`config.mk`:
```
export PLATFORM = sky130hd
export DESIGN_NAME = xorshift_byte_mutator_flat
export DESIGN_NICKNAME = d
export VERILOG_FILES = /design/src/hdl/xbm_pkg.sv /design/src/hdl/xbm_in_if.sv /design/src/hdl/xbm_out_if.sv /design/src/hdl/xbm_cfg_if.sv /design/src/hdl/xorshift_byte_mutator.sv /design/src/hdl/xbm_core.sv /design/src/hdl/xbm_out_queue.sv /design/src/flat_wrapper.sv
export SDC_FILE = /design/constraint.sdc
export NUM_CORES = 1
export LEC_CHECK = 0
export BUFFER_PORTS_ARGS = -buffer_cell sky130_fd_sc_hd__buf_4
export CELL_PAD_IN_SITES_DETAIL_PLACEMENT = 2
export CELL_PAD_IN_SITES_GLOBAL_PLACEMENT = 2
export CORE_AREA = 2 2 256 208
export CTS_BUF_LIST = sky130_fd_sc_hd__clkbuf_2
export CTS_CLUSTER_SIZE = 12
export DETAILED_ROUTE_END_ITERATION = 12
export DIE_AREA = 0 0 258 210
export GPL_TIMING_DRIVEN = 0
export PLACE_DENSITY = 0.62
export SETUP_SLACK_MARGIN = 0.15
export SLEW_MARGIN = 10
export SYNTH_ARGS = -nofsm -noshare
export SYNTH_HDL_FRONTEND = slang
export SYNTH_SLANG_ARGS = --single-unit
```
`constraint.sdc`:
```
create_clock -name clk_i -period 12 [get_ports clk_i]
set_input_delay 0.6 -clock clk_i [delete_from_list [all_inputs] [get_ports clk_i]]
set_output_delay 0.6 -clock clk_i [all_outputs]
set_load 0.02 [all_outputs]
```
`src/hdl/xbm_pkg.sv`:
```
// ----------------------------------------------------------------------------
// xbm_pkg: shared types and constants of the xorshift byte mutator
// Holds the generator step, register indexes, action codes and the
// transaction types passed between the mutator modules.
// ----------------------------------------------------------------------------
package xbm_pkg;

  // Generator and register constants
  localparam logic [31:0] SeedDefault   = 32'h1BAD_CAFE;
  localparam logic [15:0] MaxLenReset   = 16'hFFFF;
  localparam logic [15:0] CountSat      = 16'hFFFF;
  localparam int unsigned CfgIdxW       = 8;
  localparam int unsigned CfgDataW      = 32;

  // Result queue geometry
  localparam int unsigned QDepth        = 4;
  localparam int unsigned QCntW         = 3;

  // Configuration register indexes
  typedef enum logic [CfgIdxW-1:0] {
    CfgPrngSeed  = 8'd0,
    CfgMaxLength = 8'd1
  } cfg_idx_e;

  // Mutation actions selected by the low nibble of a draw
  typedef enum logic [3:0] {
    ActReplace = 4'd0,
    ActFlip    = 4'd1,
    ActClear   = 4'd2,
    ActSet     = 4'd3,
    ActSwap    = 4'd4
  } act_e;

  // One input item
  typedef struct packed {
    logic [7:0] in_byte;
    logic       in_last;
  } in_item_t;

  // One result item
  typedef struct packed {
    logic [7:0] out_byte;
    logic       out_last;
    logic       out_appended;
  } result_t;

  // Configuration write seen by the core
  typedef struct packed {
    logic                valid;
    logic [CfgIdxW-1:0]  index;
    logic [CfgDataW-1:0] data;
  } cfg_wr_t;

  // Results released by one step, packed from entry 0 upward
  typedef struct packed {
    logic [1:0]        cnt;
    result_t [1:0]     item;
  } push_t;

  // One xorshift32 step (shifts 13, 17, 5)
  function automatic logic [31:0] xorshift32(input logic [31:0] x);
    logic [31:0] a;
    logic [31:0] b;
    a = x ^ (x << 13);
    b = a ^ (a >> 17);
    return b ^ (b << 5);
  endfunction

endpackage

```
`src/hdl/xbm_in_if.sv`:
```
// ----------------------------------------------------------------------------
// xbm_in_if: input byte channel
// Valid/ready channel carrying one buffer byte and its last marker.
// ----------------------------------------------------------------------------
interface xbm_in_if;
  logic       valid;
  logic       ready;
  logic [7:0] in_byte;
  logic       in_last;

  modport source (output valid, output in_byte, output in_last, input ready);
  modport sink   (input valid, input in_byte, input in_last, output ready);
endinterface

```
`src/hdl/xbm_out_if.sv`:
```
// ----------------------------------------------------------------------------
// xbm_out_if: result byte channel
// Valid/ready channel carrying one mutated byte with its flags.
// ----------------------------------------------------------------------------
interface xbm_out_if;
  logic       valid;
  logic       ready;
  logic [7:0] out_byte;
  logic       out_last;
  logic       out_appended;

  modport source (output valid, output out_byte, output out_last, output out_appended,
                  input ready);
  modport sink   (input valid, input out_byte, input out_last, input out_appended,
                  output ready);
endinterface

```
`src/hdl/xbm_cfg_if.sv`:
```
// ----------------------------------------------------------------------------
// xbm_cfg_if: configuration write channel
// Valid/ready channel carrying a register index and write data.
// ----------------------------------------------------------------------------
interface xbm_cfg_if;
  logic                         valid;
  logic                         ready;
  logic [xbm_pkg::CfgIdxW-1:0]  index;
  logic [xbm_pkg::CfgDataW-1:0] data;

  modport source (output valid, output index, output data, input ready);
  modport sink   (input valid, input index, input data, output ready);
endinterface

```
`src/hdl/xorshift_byte_mutator.sv`:
```
// ----------------------------------------------------------------------------
// xorshift_byte_mutator: streaming byte mutator
// Top level: input register, mutation core and result queue.
// ----------------------------------------------------------------------------
// The block accepts one byte per cycle while the result queue has room; the
// byte waits in the input register, its results in the result queue. The
// xorshift32 generator advances once per byte through up to four chained
// steps in a single cycle. Results leave at one per cycle while the output
// is ready, and the input pauses once the result queue fills. A step never
// releases more than two results: a third (an appended byte after a last
// byte that completes a swap, or one behind a released spill) is held inside
// and sent only once the next byte has been accepted, ahead of that byte's
// results. Configuration writes are always ready and must be issued while
// the block is idle; writing the seed reloads the generator (zero loads
// 0x1BADCAFE). There is no clearing pass.
module xorshift_byte_mutator (
  input  logic   clk_i,
  input  logic   rst_ni,
  xbm_in_if.sink    in_i,
  xbm_out_if.source out_o,
  xbm_cfg_if.sink   cfg_i
);

  xbm_pkg::in_item_t in_q;
  logic              in_v_q;
  logic              step;
  logic              space;
  xbm_pkg::cfg_wr_t  cfg_wr;
  xbm_pkg::push_t    push;
  xbm_pkg::result_t  head;

  // Process the registered byte when the queue has room
  assign step       = in_v_q && space;
  assign in_i.ready = !in_v_q || step;
  assign cfg_i.ready = 1'b1;

  // Hand the configuration transaction to the core
  assign cfg_wr.valid = cfg_i.valid;
  assign cfg_wr.index = cfg_i.index;
  assign cfg_wr.data  = cfg_i.data;

  // Hold the input valid flag
  always_ff @(posedge clk_i or negedge rst_ni) begin
    if (!rst_ni) begin
      in_v_q <= 1'b0;
    end else if (in_i.valid && in_i.ready) begin
      in_v_q <= 1'b1;
    end else if (step) begin
      in_v_q <= 1'b0;
    end
  end

  // Capture the input payload
  always_ff @(posedge clk_i) begin
    if (in_i.valid && in_i.ready) begin
      in_q.in_byte <= in_i.in_byte;
      in_q.in_last <= in_i.in_last;
    end
  end

  xbm_core u_core (
    .clk_i  (clk_i),
    .rst_ni (rst_ni),
    .step_i (step),
    .item_i (in_q),
    .cfg_i  (cfg_wr),
    .push_o (push)
  );

  xbm_out_queue u_queue (
    .clk_i   (clk_i),
    .rst_ni  (rst_ni),
    .push_i  (push),
    .pop_i   (out_o.ready),
    .head_o  (head),
    .valid_o (out_o.valid),
    .space_o (space)
  );

  assign out_o.out_byte     = head.out_byte;
  assign out_o.out_last     = head.out_last;
  assign out_o.out_appended = head.out_appended;

  // A registered byte waits until it is processed
  assert property (@(posedge clk_i) disable iff (!rst_ni)
    (in_v_q && !step) |=> in_v_q)
    else $error("input byte dropped before processing");

endmodule

```
`src/hdl/xbm_core.sv`:
```
// ----------------------------------------------------------------------------
// xbm_core: mutation step and buffer state
// Draws up to four chained xorshift32 values per byte, applies the selected
// action, tracks swap, byte count and spill state, and releases the results.
// ----------------------------------------------------------------------------
module xbm_core (
  input  logic              clk_i,
  input  logic              rst_ni,
  input  logic              step_i,
  input  xbm_pkg::in_item_t item_i,
  input  xbm_pkg::cfg_wr_t  cfg_i,
  output xbm_pkg::push_t    push_o
);

  // State
  logic [31:0]      prng_q, prng_d;
  logic [7:0]       carried_q, carried_d;
  logic             swap_q, swap_d;
  logic [15:0]      count_q, count_d;
  logic [15:0]      max_len_q, max_len_d;
  logic             spill_v_q, spill_v_d;
  xbm_pkg::result_t spill_q, spill_d;

  // Step values
  logic [31:0]      x1, x2, x3, x4;
  logic [15:0]      count_inc;
  logic [7:0]       base_byte;
  logic [7:0]       cur;
  logic             replace;
  logic             hold;
  logic [31:0]      r2;
  logic [31:0]      app_src;
  logic             appended;
  logic [31:0]      prng_next;
  xbm_pkg::result_t res_a, res_cur, res_app;
  xbm_pkg::result_t n0, n1, n2;
  logic             v0, v1, v2;

  // Chain the draws
  assign x1 = xbm_pkg::xorshift32(prng_q);
  assign x2 = xbm_pkg::xorshift32(x1);
  assign x3 = xbm_pkg::xorshift32(x2);
  assign x4 = xbm_pkg::xorshift32(x3);

  // Count the byte, saturating
  assign count_inc = (count_q == xbm_pkg::CountSat) ? count_q : count_q + 16'd1;

  // Take the carried byte after a swap
  assign base_byte = swap_q ? carried_q : item_i.in_byte;

  // Apply the action of the first draw
  always_comb begin
    cur     = base_byte;
    replace = 1'b0;
    hold    = 1'b0;
    case (xbm_pkg::act_e'(x1[3:0]))
      xbm_pkg::ActReplace: begin
        cur     = x2[7:0];
        replace = 1'b1;
      end
      xbm_pkg::ActFlip:  cur = base_byte ^ (8'd1 << x1[8:6]);
      xbm_pkg::ActClear: cur = 8'h00;
      xbm_pkg::ActSet:   cur = 8'hFF;
      xbm_pkg::ActSwap:  hold = !item_i.in_last;
      default: ;
    endcase
  end

  // Decide the append after a last byte and pick the final generator value
  assign r2       = replace ? x3 : x2;
  assign app_src  = replace ? x4 : x3;
  assign appended = item_i.in_last && r2[0] && (count_inc < max_len_q);

  always_comb begin
    if (!item_i.in_last) begin
      prng_next = replace ? x2 : x1;
    end else if (appended) begin
      prng_next = app_src;
    end else begin
      prng_next = r2;
    end
  end

  // Form the candidate results
  assign res_a   = '{out_byte: item_i.in_byte, out_last: 1'b0, out_appended: 1'b0};
  assign res_cur = '{out_byte: cur, out_last: item_i.in_last && !appended,
                     out_appended: 1'b0};
  assign res_app = '{out_byte: app_src[7:0], out_last: 1'b1, out_appended: 1'b1};

  // Pack the new results in order: swapped-in byte, current byte, appended byte
  assign n0 = swap_q ? res_a : res_cur;
  assign v0 = swap_q || !hold;
  assign n1 = swap_q ? res_cur : res_app;
  assign v1 = swap_q ? !hold : appended;
  assign n2 = res_app;
  assign v2 = swap_q && !hold && appended;

  // Release an old spill first; a result beyond two waits in the spill
  always_comb begin
    push_o = '0;
    if (step_i) begin
      if (spill_v_q) begin
        push_o.item[0] = spill_q;
        push_o.item[1] = n0;
        push_o.cnt     = 2'd1 + 2'(v0);
      end else begin
        push_o.item[0] = n0;
        push_o.item[1] = n1;
        push_o.cnt     = 2'(v0) + 2'(v1);
      end
    end
  end

  // Advance state on a step, load registers on a configuration write
  always_comb begin
    prng_d    = prng_q;
    carried_d = carried_q;
    swap_d    = swap_q;
    count_d   = count_q;
    max_len_d = max_len_q;
    spill_v_d = spill_v_q;
    spill_d   = spill_q;
    if (step_i) begin
      prng_d    = prng_next;
      swap_d    = hold;
      count_d   = item_i.in_last ? 16'd0 : count_inc;
      spill_v_d = spill_v_q ? v1 : v2;
      spill_d   = spill_v_q ? n1 : n2;
      if (hold) begin
        carried_d = cur;
      end
    end
    if (cfg_i.valid) begin
      case (xbm_pkg::cfg_idx_e'(cfg_i.index))
        xbm_pkg::CfgPrngSeed: begin
          prng_d = (cfg_i.data == '0) ? xbm_pkg::SeedDefault : cfg_i.data;
        end
        xbm_pkg::CfgMaxLength: max_len_d = cfg_i.data[15:0];
        default: ;
      endcase
    end
  end

  // Hold control state
  always_ff @(posedge clk_i or negedge rst_ni) begin
    if (!rst_ni) begin
      prng_q    <= xbm_pkg::SeedDefault;
      swap_q    <= 1'b0;
      count_q   <= 16'd0;
      max_len_q <= xbm_pkg::MaxLenReset;
      spill_v_q <= 1'b0;
    end else begin
      prng_q    <= prng_d;
      swap_q    <= swap_d;
      count_q   <= count_d;
      max_len_q <= max_len_d;
      spill_v_q <= spill_v_d;
    end
  end

  // Hold payload
  always_ff @(posedge clk_i) begin
    carried_q <= carried_d;
    spill_q   <= spill_d;
  end

  // A spill comes only from a last byte, so no swap is open beside it
  assert property (@(posedge clk_i) disable iff (!rst_ni) spill_v_q |-> !swap_q)
    else $error("spill held while a swap is pending");

  // Only a last byte can leave a spill behind
  assert property (@(posedge clk_i) disable iff (!rst_ni)
    (step_i && !item_i.in_last) |=> !spill_v_q)
    else $error("spill produced by a byte that is not last");

endmodule

```
`src/hdl/xbm_out_queue.sv`:
```
// ----------------------------------------------------------------------------
// xbm_out_queue: result queue
// Shifting four-entry queue that takes up to two results per cycle and
// presents one result per cycle at its head.
// ----------------------------------------------------------------------------
module xbm_out_queue (
  input  logic             clk_i,
  input  logic             rst_ni,
  input  xbm_pkg::push_t   push_i,
  input  logic             pop_i,
  output xbm_pkg::result_t head_o,
  output logic             valid_o,
  output logic             space_o
);

  localparam int unsigned Depth = xbm_pkg::QDepth;

  xbm_pkg::result_t          q_q     [Depth];
  xbm_pkg::result_t          q_d     [Depth];
  xbm_pkg::result_t          shifted [Depth];
  logic [xbm_pkg::QCntW-1:0] cnt_q, cnt_d;
  logic [xbm_pkg::QCntW-1:0] keep;
  logic [xbm_pkg::QCntW-1:0] src_new [Depth];
  logic                      pop;

  assign pop     = pop_i && valid_o;
  assign valid_o = (cnt_q != '0);
  assign head_o  = q_q[0];
  // Room for a full step of two results
  assign space_o = (cnt_q <= xbm_pkg::QCntW'(Depth - 2));
  assign keep    = cnt_q - xbm_pkg::QCntW'(pop);
  assign cnt_d   = keep + xbm_pkg::QCntW'(push_i.cnt);

  // Shift out the head, then append pushed results behind the kept ones
  always_comb begin
    shifted[Depth-1] = q_q[Depth-1];
    for (int i = 0; i < Depth - 1; i++) begin
      shifted[i] = pop ? q_q[i+1] : q_q[i];
    end
    for (int i = 0; i < Depth; i++) begin
      src_new[i] = xbm_pkg::QCntW'(i) - keep;
      if (xbm_pkg::QCntW'(i) < keep) begin
        q_d[i] = shifted[i];
      end else if (src_new[i] < xbm_pkg::QCntW'(push_i.cnt)) begin
        q_d[i] = push_i.item[src_new[i][0]];
      end else begin
        q_d[i] = q_q[i];
      end
    end
  end

  // Hold the fill count
  always_ff @(posedge clk_i or negedge rst_ni) begin
    if (!rst_ni) begin
      cnt_q <= '0;
    end else begin
      cnt_q <= cnt_d;
    end
  end

  // Hold the entries
  always_ff @(posedge clk_i) begin
    q_q <= q_d;
  end

  assert property (@(posedge clk_i) disable iff (!rst_ni)
    cnt_q <= xbm_pkg::QCntW'(Depth))
    else $error("result queue overfilled");

  assert property (@(posedge clk_i) disable iff (!rst_ni)
    (push_i.cnt != 2'd0) |-> space_o)
    else $error("results pushed without room");

endmodule

```
`src/flat_wrapper.sv`:
```
// flat-port wrapper written by rule: the top's interface ports become plain ports
module xorshift_byte_mutator_flat 
  (clk_i, rst_ni, in_i_valid, in_i_in_byte, in_i_in_last, in_i_ready, out_o_valid, out_o_out_byte, out_o_out_last, out_o_out_appended, out_o_ready, cfg_i_valid, cfg_i_index, cfg_i_data, cfg_i_ready);
  xbm_in_if in_i_i ();
  xbm_out_if out_o_i ();
  xbm_cfg_if cfg_i_i ();
  input  logic clk_i;
  input  logic rst_ni;
  input wire logic [$bits(in_i_i.valid)-1:0] in_i_valid;
  input wire logic [$bits(in_i_i.in_byte)-1:0] in_i_in_byte;
  input wire logic [$bits(in_i_i.in_last)-1:0] in_i_in_last;
  output wire logic [$bits(in_i_i.ready)-1:0] in_i_ready;
  output wire logic [$bits(out_o_i.valid)-1:0] out_o_valid;
  output wire logic [$bits(out_o_i.out_byte)-1:0] out_o_out_byte;
  output wire logic [$bits(out_o_i.out_last)-1:0] out_o_out_last;
  output wire logic [$bits(out_o_i.out_appended)-1:0] out_o_out_appended;
  input wire logic [$bits(out_o_i.ready)-1:0] out_o_ready;
  input wire logic [$bits(cfg_i_i.valid)-1:0] cfg_i_valid;
  input wire logic [$bits(cfg_i_i.index)-1:0] cfg_i_index;
  input wire logic [$bits(cfg_i_i.data)-1:0] cfg_i_data;
  output wire logic [$bits(cfg_i_i.ready)-1:0] cfg_i_ready;
  assign in_i_i.valid = in_i_valid;
  assign in_i_i.in_byte = in_i_in_byte;
  assign in_i_i.in_last = in_i_in_last;
  assign in_i_ready = in_i_i.ready;
  assign out_o_valid = out_o_i.valid;
  assign out_o_out_byte = out_o_i.out_byte;
  assign out_o_out_last = out_o_i.out_last;
  assign out_o_out_appended = out_o_i.out_appended;
  assign out_o_i.ready = out_o_ready;
  assign cfg_i_i.valid = cfg_i_valid;
  assign cfg_i_i.index = cfg_i_index;
  assign cfg_i_i.data = cfg_i_data;
  assign cfg_i_ready = cfg_i_i.ready;
  xorshift_byte_mutator u_core (.clk_i(clk_i), .rst_ni(rst_ni), .in_i(in_i_i), .out_o(out_o_i), .cfg_i(cfg_i_i));
endmodule
```
==> impl_table.tex <==
\begin{tabular}{lr}
\hline
Metric & Value \\
\hline
\multicolumn{2}{l}{\textbf{Outcome}} \\
\quad Result of the run & finished clean \\
\multicolumn{2}{l}{\textbf{Place}} \\
\quad Routability-driven placement congestion ratio & around 0.91 \\
\quad Buffers added on ports & 65 \\
\quad HPWL Detailed & 44800 µm \\
\multicolumn{2}{l}{\textbf{Setup path}} \\
\quad Critical path class & flip-flop to flip-flop \\
\quad Critical Path AT & between 8 and 9 ns \\
\quad Crit. End Element & flip-flop \\
\quad Critical Path RT & 12.40 ns \\
\quad Critical-path maximum fanout & 10 \\
\quad Launching element type of the critical path & flip-flop \\
\multicolumn{2}{l}{\textbf{Finish}} \\
\quad Sequential cell area & around 0.0038 mm² \\
\quad Layout-stage area growth over the synthesis result & 15.7\% \\
\quad Layout cells sized above 1 & 14.6\% \\
\quad Commonest cells after routing, fill and taps aside & sky130\_fd\_sc\_hd\_\_xnor2\_1 (174), sky130\_fd\_sc\_hd\_\_nor2\_1 (119), sky130\_fd\_sc\_hd\_\_nand2\_1 (109) \\
\quad Most frequent standard cell in the layout excluding fill and tap cells & sky130\_fd\_sc\_hd\_\_xnor2\_1 \\
\quad \# fillers & roughly 5800 \\
\quad Fin nets & 1549 \\
\quad Multi-input gate area & between 0.008 and 0.009 mm² \\
\multicolumn{2}{l}{\textbf{Synth}} \\
\quad Yosys reg bits & about 140 \\
\quad Share of flip-flops with an asynchronous set or reset & 51.1\% \\
\quad Mean post-synth cell area & 9.52 µm² \\
\quad Netlist area before placement & 0.0128 mm² \\
\quad Synth Instances & 1342 \\
\quad Number of distinct library cells after synthesis & 77 \\
\quad Dominant cells by area after synthesis & sky130\_fd\_sc\_hd\_\_edfxtp\_1 (16\%), sky130\_fd\_sc\_hd\_\_xnor2\_1 (12\%), sky130\_fd\_sc\_hd\_\_xnor3\_1 (7.6\%), sky130\_fd\_sc\_hd\_\_dfstp\_2 (7.4\%), sky130\_fd\_sc\_hd\_\_dfrtp\_1 (6.7\%) \\
\quad Dominant cell type by area after synthesis & sky130\_fd\_sc\_hd\_\_edfxtp\_1 \\
\quad Synthesis Warnings & 0 \\
\quad Top flip-flop cell by instance count after synthesis & sky130\_fd\_sc\_hd\_\_edfxtp\_1 \\
\quad Portion of synthesized cell area occupied by the leading cell type & roughly 16\% \\
\quad Syn Nets & between 1000 and 1500 \\
\quad Fraction of the yosys area taken by sequential cells & 29.8\% \\
\quad Number of synthesized flops with an enable pin & 67 \\
\multicolumn{2}{l}{\textbf{Global routing}} \\
\quad Largest net degree at the start of global routing & 71 \\
\quad Tot GR Track Use & a little over a fifth \\
\quad Antenna violations before repair & 4 \\
\quad Wire length of the first global-routing pass & between 80000 and 90000 µm \\
\quad GRT overflow & 0 \\
\quad Via count of the first global-routing pass & 11800 \\
\multicolumn{2}{l}{\textbf{Routing}} \\
\quad Post-DR vias/cell & between 5 and 6 \\
\quad Sum of routed wire length over all layers & between 50000 and 60000 µm \\
\quad Count of vias placed by the detailed router & 11100 \\
\quad Drt initial violations & roughly 860 \\
\quad Avg WL per Cell & roughly 27 µm \\
\quad Post-detailed-route DRC marker count & 0 \\
\quad Pre-antenna DRT Iters & 5 \\
\quad Routed Antenna Nets & 0 \\
\multicolumn{2}{l}{\textbf{Floorplanning}} \\
\quad Horiz. Die Dim & $\sim$260 µm \\
\quad Starting density of the core & between 20\% and 30\% \\
\quad Vertical extent of the die & around 210 µm \\
\quad Die Area & 0.0542 mm² \\
\quad Ports & between 60 and 70 \\
\quad Standard-cell rows & 75 \\
\quad Placeable core region & a little over 0.05 mm² \\
\multicolumn{2}{l}{\textbf{Timing}} \\
\quad Unrepaired setup endpoints after global routing & no \\
\quad Worst-margin pin slew & 1.29 ns \\
\quad Setup violation total in the final timing report & 0 \\
\quad Clock skew after layout & around 0.066 ns \\
\quad Setup TNS & 0 ns \\
\quad Final critical path time including I/O delays and setup & between 8 and 9 ns \\
\quad Final Slew Violations & 0 \\
\quad Share of the clock period used by the worst path after layout & 71.0\% \\
\quad Number of hold-slack violations in the final timing report & 0 \\
\quad Max-Slew Margin vs Limit & between 10\% and 20\% \\
\quad Max Fclk & around 120 MHz \\
\multicolumn{2}{l}{\textbf{CTS}} \\
\quad Clk sinks & between 100 and 150 \\
\quad Cts bufs inserted & 17 \\
\quad Insertion delay to the later sink of the worst-skew pair & 0.82 ns \\
\quad Count of H-tree levels built during CTS & 4 \\
\quad Clock slew seen by the registers of the worst setup and hold paths & approximately 0.25 ns \\
\quad Root Driver & sky130\_fd\_sc\_hd\_\_clkbuf\_2 \\
\quad Maximum buffer depth of the clock tree & 2 \\
\quad CTS tree & built \\
\multicolumn{2}{l}{\textbf{Job}} \\
\quad Max-capacitance violation count & 0 \\
\multicolumn{2}{l}{\textbf{Min path}} \\
\quad Hold Path Class & input port to flip-flop \\
\hline
\end{tabular}
## stage by stage
step	setup WS [ns]	utilization, %	hold slack (ns)	std cells	instance area (µm²)
finish	3.48	28.6	0.0812	2171	14800
global route	2.81	28.6	0.00916	2171	14800
CTS	3.39	28.6	0.00426	2170	14800
detailed placement	3.47	27.4	0.488	2101	14100
global placement	3.73	27.3	0.476	2100	14100
floorplan	5.87	-	0.304	1342	12800
## registers in the layout (all words and copies together) (netlist names)
name / flops
u_core.u_core.swap_q: 1
u_core.u_queue.cnt_q: 3
u_core.u_core.spill_v_q: 1
u_core.u_core.spill_q: 10
u_core.u_core.prng_q: 32
u_core.u_core.carried_q: 8
u_core.u_core.count_q: 16
u_core.u_queue.q_q: 30
u_core.u_core.max_len_q: 16
u_core.in_q: 9
u_core.u_queue.head_o: 10
u_core.in_v_q: 1
## Yosys cell counts, types with 5 or more instances
cell type                  instances
sky130_fd_sc_hd__buf_4            10
sky130_fd_sc_hd__mux2_2           24
sky130_fd_sc_hd__a21oi_1          79
sky130_fd_sc_hd__xnor3_1          43
sky130_fd_sc_hd__xnor2_1         174
sky130_fd_sc_hd__o22ai_1          28
sky130_fd_sc_hd__xor3_1           14
sky130_fd_sc_hd__xor2_2            5
sky130_fd_sc_hd__nand3_1          28
sky130_fd_sc_hd__a31oi_1          17
sky130_fd_sc_hd__buf_2            19
sky130_fd_sc_hd__nor4_1           12
sky130_fd_sc_hd__o21ai_0          60
sky130_fd_sc_hd__dfstp_2          36
sky130_fd_sc_hd__xnor3_2           5
sky130_fd_sc_hd__a21o_1           13
sky130_fd_sc_hd__nand2_1         109
sky130_fd_sc_hd__edfxtp_1         67
sky130_fd_sc_hd__o21ai_1          24
sky130_fd_sc_hd__and3_1            9
sky130_fd_sc_hd__o21a_1            5
sky130_fd_sc_hd__a221oi_1          8
sky130_fd_sc_hd__mux2i_1          27
sky130_fd_sc_hd__dfrtp_1          34
sky130_fd_sc_hd__nor2_1          119
sky130_fd_sc_hd__o22a_1            9
sky130_fd_sc_hd__and2_1            5
sky130_fd_sc_hd__xor2_1           69
sky130_fd_sc_hd__xnor2_2           7
sky130_fd_sc_hd__nand2b_1          5
sky130_fd_sc_hd__a22o_1           15
sky130_fd_sc_hd__or3_1             5
sky130_fd_sc_hd__o211ai_1         12
sky130_fd_sc_hd__ha_1             30
sky130_fd_sc_hd__a22oi_1           6
sky130_fd_sc_hd__buf_1             6
sky130_fd_sc_hd__nand4_1           7
sky130_fd_sc_hd__inv_1            43
sky130_fd_sc_hd__nor3_1           17
sky130_fd_sc_hd__a211oi_1         15
sky130_fd_sc_hd__clkbuf_1         63
## worst paths after layout
kind	startpoint	cells past startpoint	endpoint	slack, ns
max reg2reg	u_core.u_core.count_q[3]$_DFFE_PN0P_	26	u_core.u_queue.q_q[29]$_DFFE_PP_	3.48
min reg2reg	u_core.u_core.max_len_q[12]$_DFFE_PN1P_	2	u_core.u_core.max_len_q[12]$_DFFE_PN1P_	0.51
min in group asynchronous	rst_ni	2	u_core.u_core.prng_q[10]$_DFF_PN0_	0.44
min	cfg_i_data[14]	3	u_core.u_core.prng_q[14]$_DFF_PN1_	0.08
max in group asynchronous	rst_ni	2	u_core.in_v_q$_DFFE_PN0P_	10.87
max	u_core.u_core.count_q[3]$_DFFE_PN0P_	26	u_core.u_queue.q_q[29]$_DFFE_PP_	3.48
## layer usage
metal	track usage [%]	wire length, µm	vias to the layer above
met2	31.8	24500	328
met5	0	13	-
met4	5.66	1270	2
li1	-	-	4983
met1	31.2	28100	5764
met3	4.62	3850	58
## cell families (layout without fill, tap and decap cells)
| group | Yosys count | count (layout) | synth area share, % |
|---|---|---|---|
| xor+xnor | 320 | 320 | 29.9 |
| buf+inv | 144 | 279 | 4.72 |
| mux | 56 | 56 | 5.02 |
| compound gates | 323 | 323 | 16.0 |
| fa+ha+maj | 33 | 33 | 3.25 |
| simple gates | 328 | 328 | 11.3 |
| other cells | 1 | 2 | 0.0293 |
| flops | 137 | 137 | 29.8 |
## cell type report
type	instances	share of cell area [%]
Multi-Input combinational cell	1061	56.6
Sequential cell	137	25.8
Tap cell	693	5.86
Timing Repair Buffer	103	5.86
Buffer	99	2.94
Clock inverter	13	1.18
Inverter	45	1.14
Clock buffer	19	0.643
Antenna cell	1	0.0169
## worst max-delay path, stage by stage, from the launching register on
cell and delay [ns]:
sky130_fd_sc_hd__dfrtp_1 0.36, sky130_fd_sc_hd__clkbuf_1 0.27, sky130_fd_sc_hd__nand3_1 0.29, sky130_fd_sc_hd__nor4_2 0.65, sky130_fd_sc_hd__nand3_1 0.45, sky130_fd_sc_hd__nand2b_1 0.38, sky130_fd_sc_hd__nor2_1 0.10, sky130_fd_sc_hd__xor2_1 0.18
sky130_fd_sc_hd__ha_1 0.33, sky130_fd_sc_hd__a21o_1 0.12, sky130_fd_sc_hd__a21o_1 0.10, sky130_fd_sc_hd__a21oi_1 0.09, sky130_fd_sc_hd__and2_0 0.16, sky130_fd_sc_hd__a221oi_1 0.29, sky130_fd_sc_hd__a221o_1 0.26, sky130_fd_sc_hd__clkbuf_1 0.64
sky130_fd_sc_hd__or2_1 0.19, sky130_fd_sc_hd__clkbuf_1 0.24, sky130_fd_sc_hd__buf_2 0.32, sky130_fd_sc_hd__clkbuf_1 0.57, sky130_fd_sc_hd__nor2_1 0.09, sky130_fd_sc_hd__a211o_1 0.33, sky130_fd_sc_hd__ha_1 0.20, sky130_fd_sc_hd__and3_1 0.21
sky130_fd_sc_hd__ha_1 0.31, sky130_fd_sc_hd__o211ai_1 0.10, sky130_fd_sc_hd__o22ai_1 0.91
## repair_timing
action | in CTS | in global routing
hold endpoints to repair | 76 | 0
buffers inserted | 0 | 0
hold buffers | 37 | 0
setup endpoints to repair | 0 | 0
resized for setup | 0 | 0
Power is not shown: default switching activity piles up to over one toggle a cycle in this logic, so the estimate is an artifact.
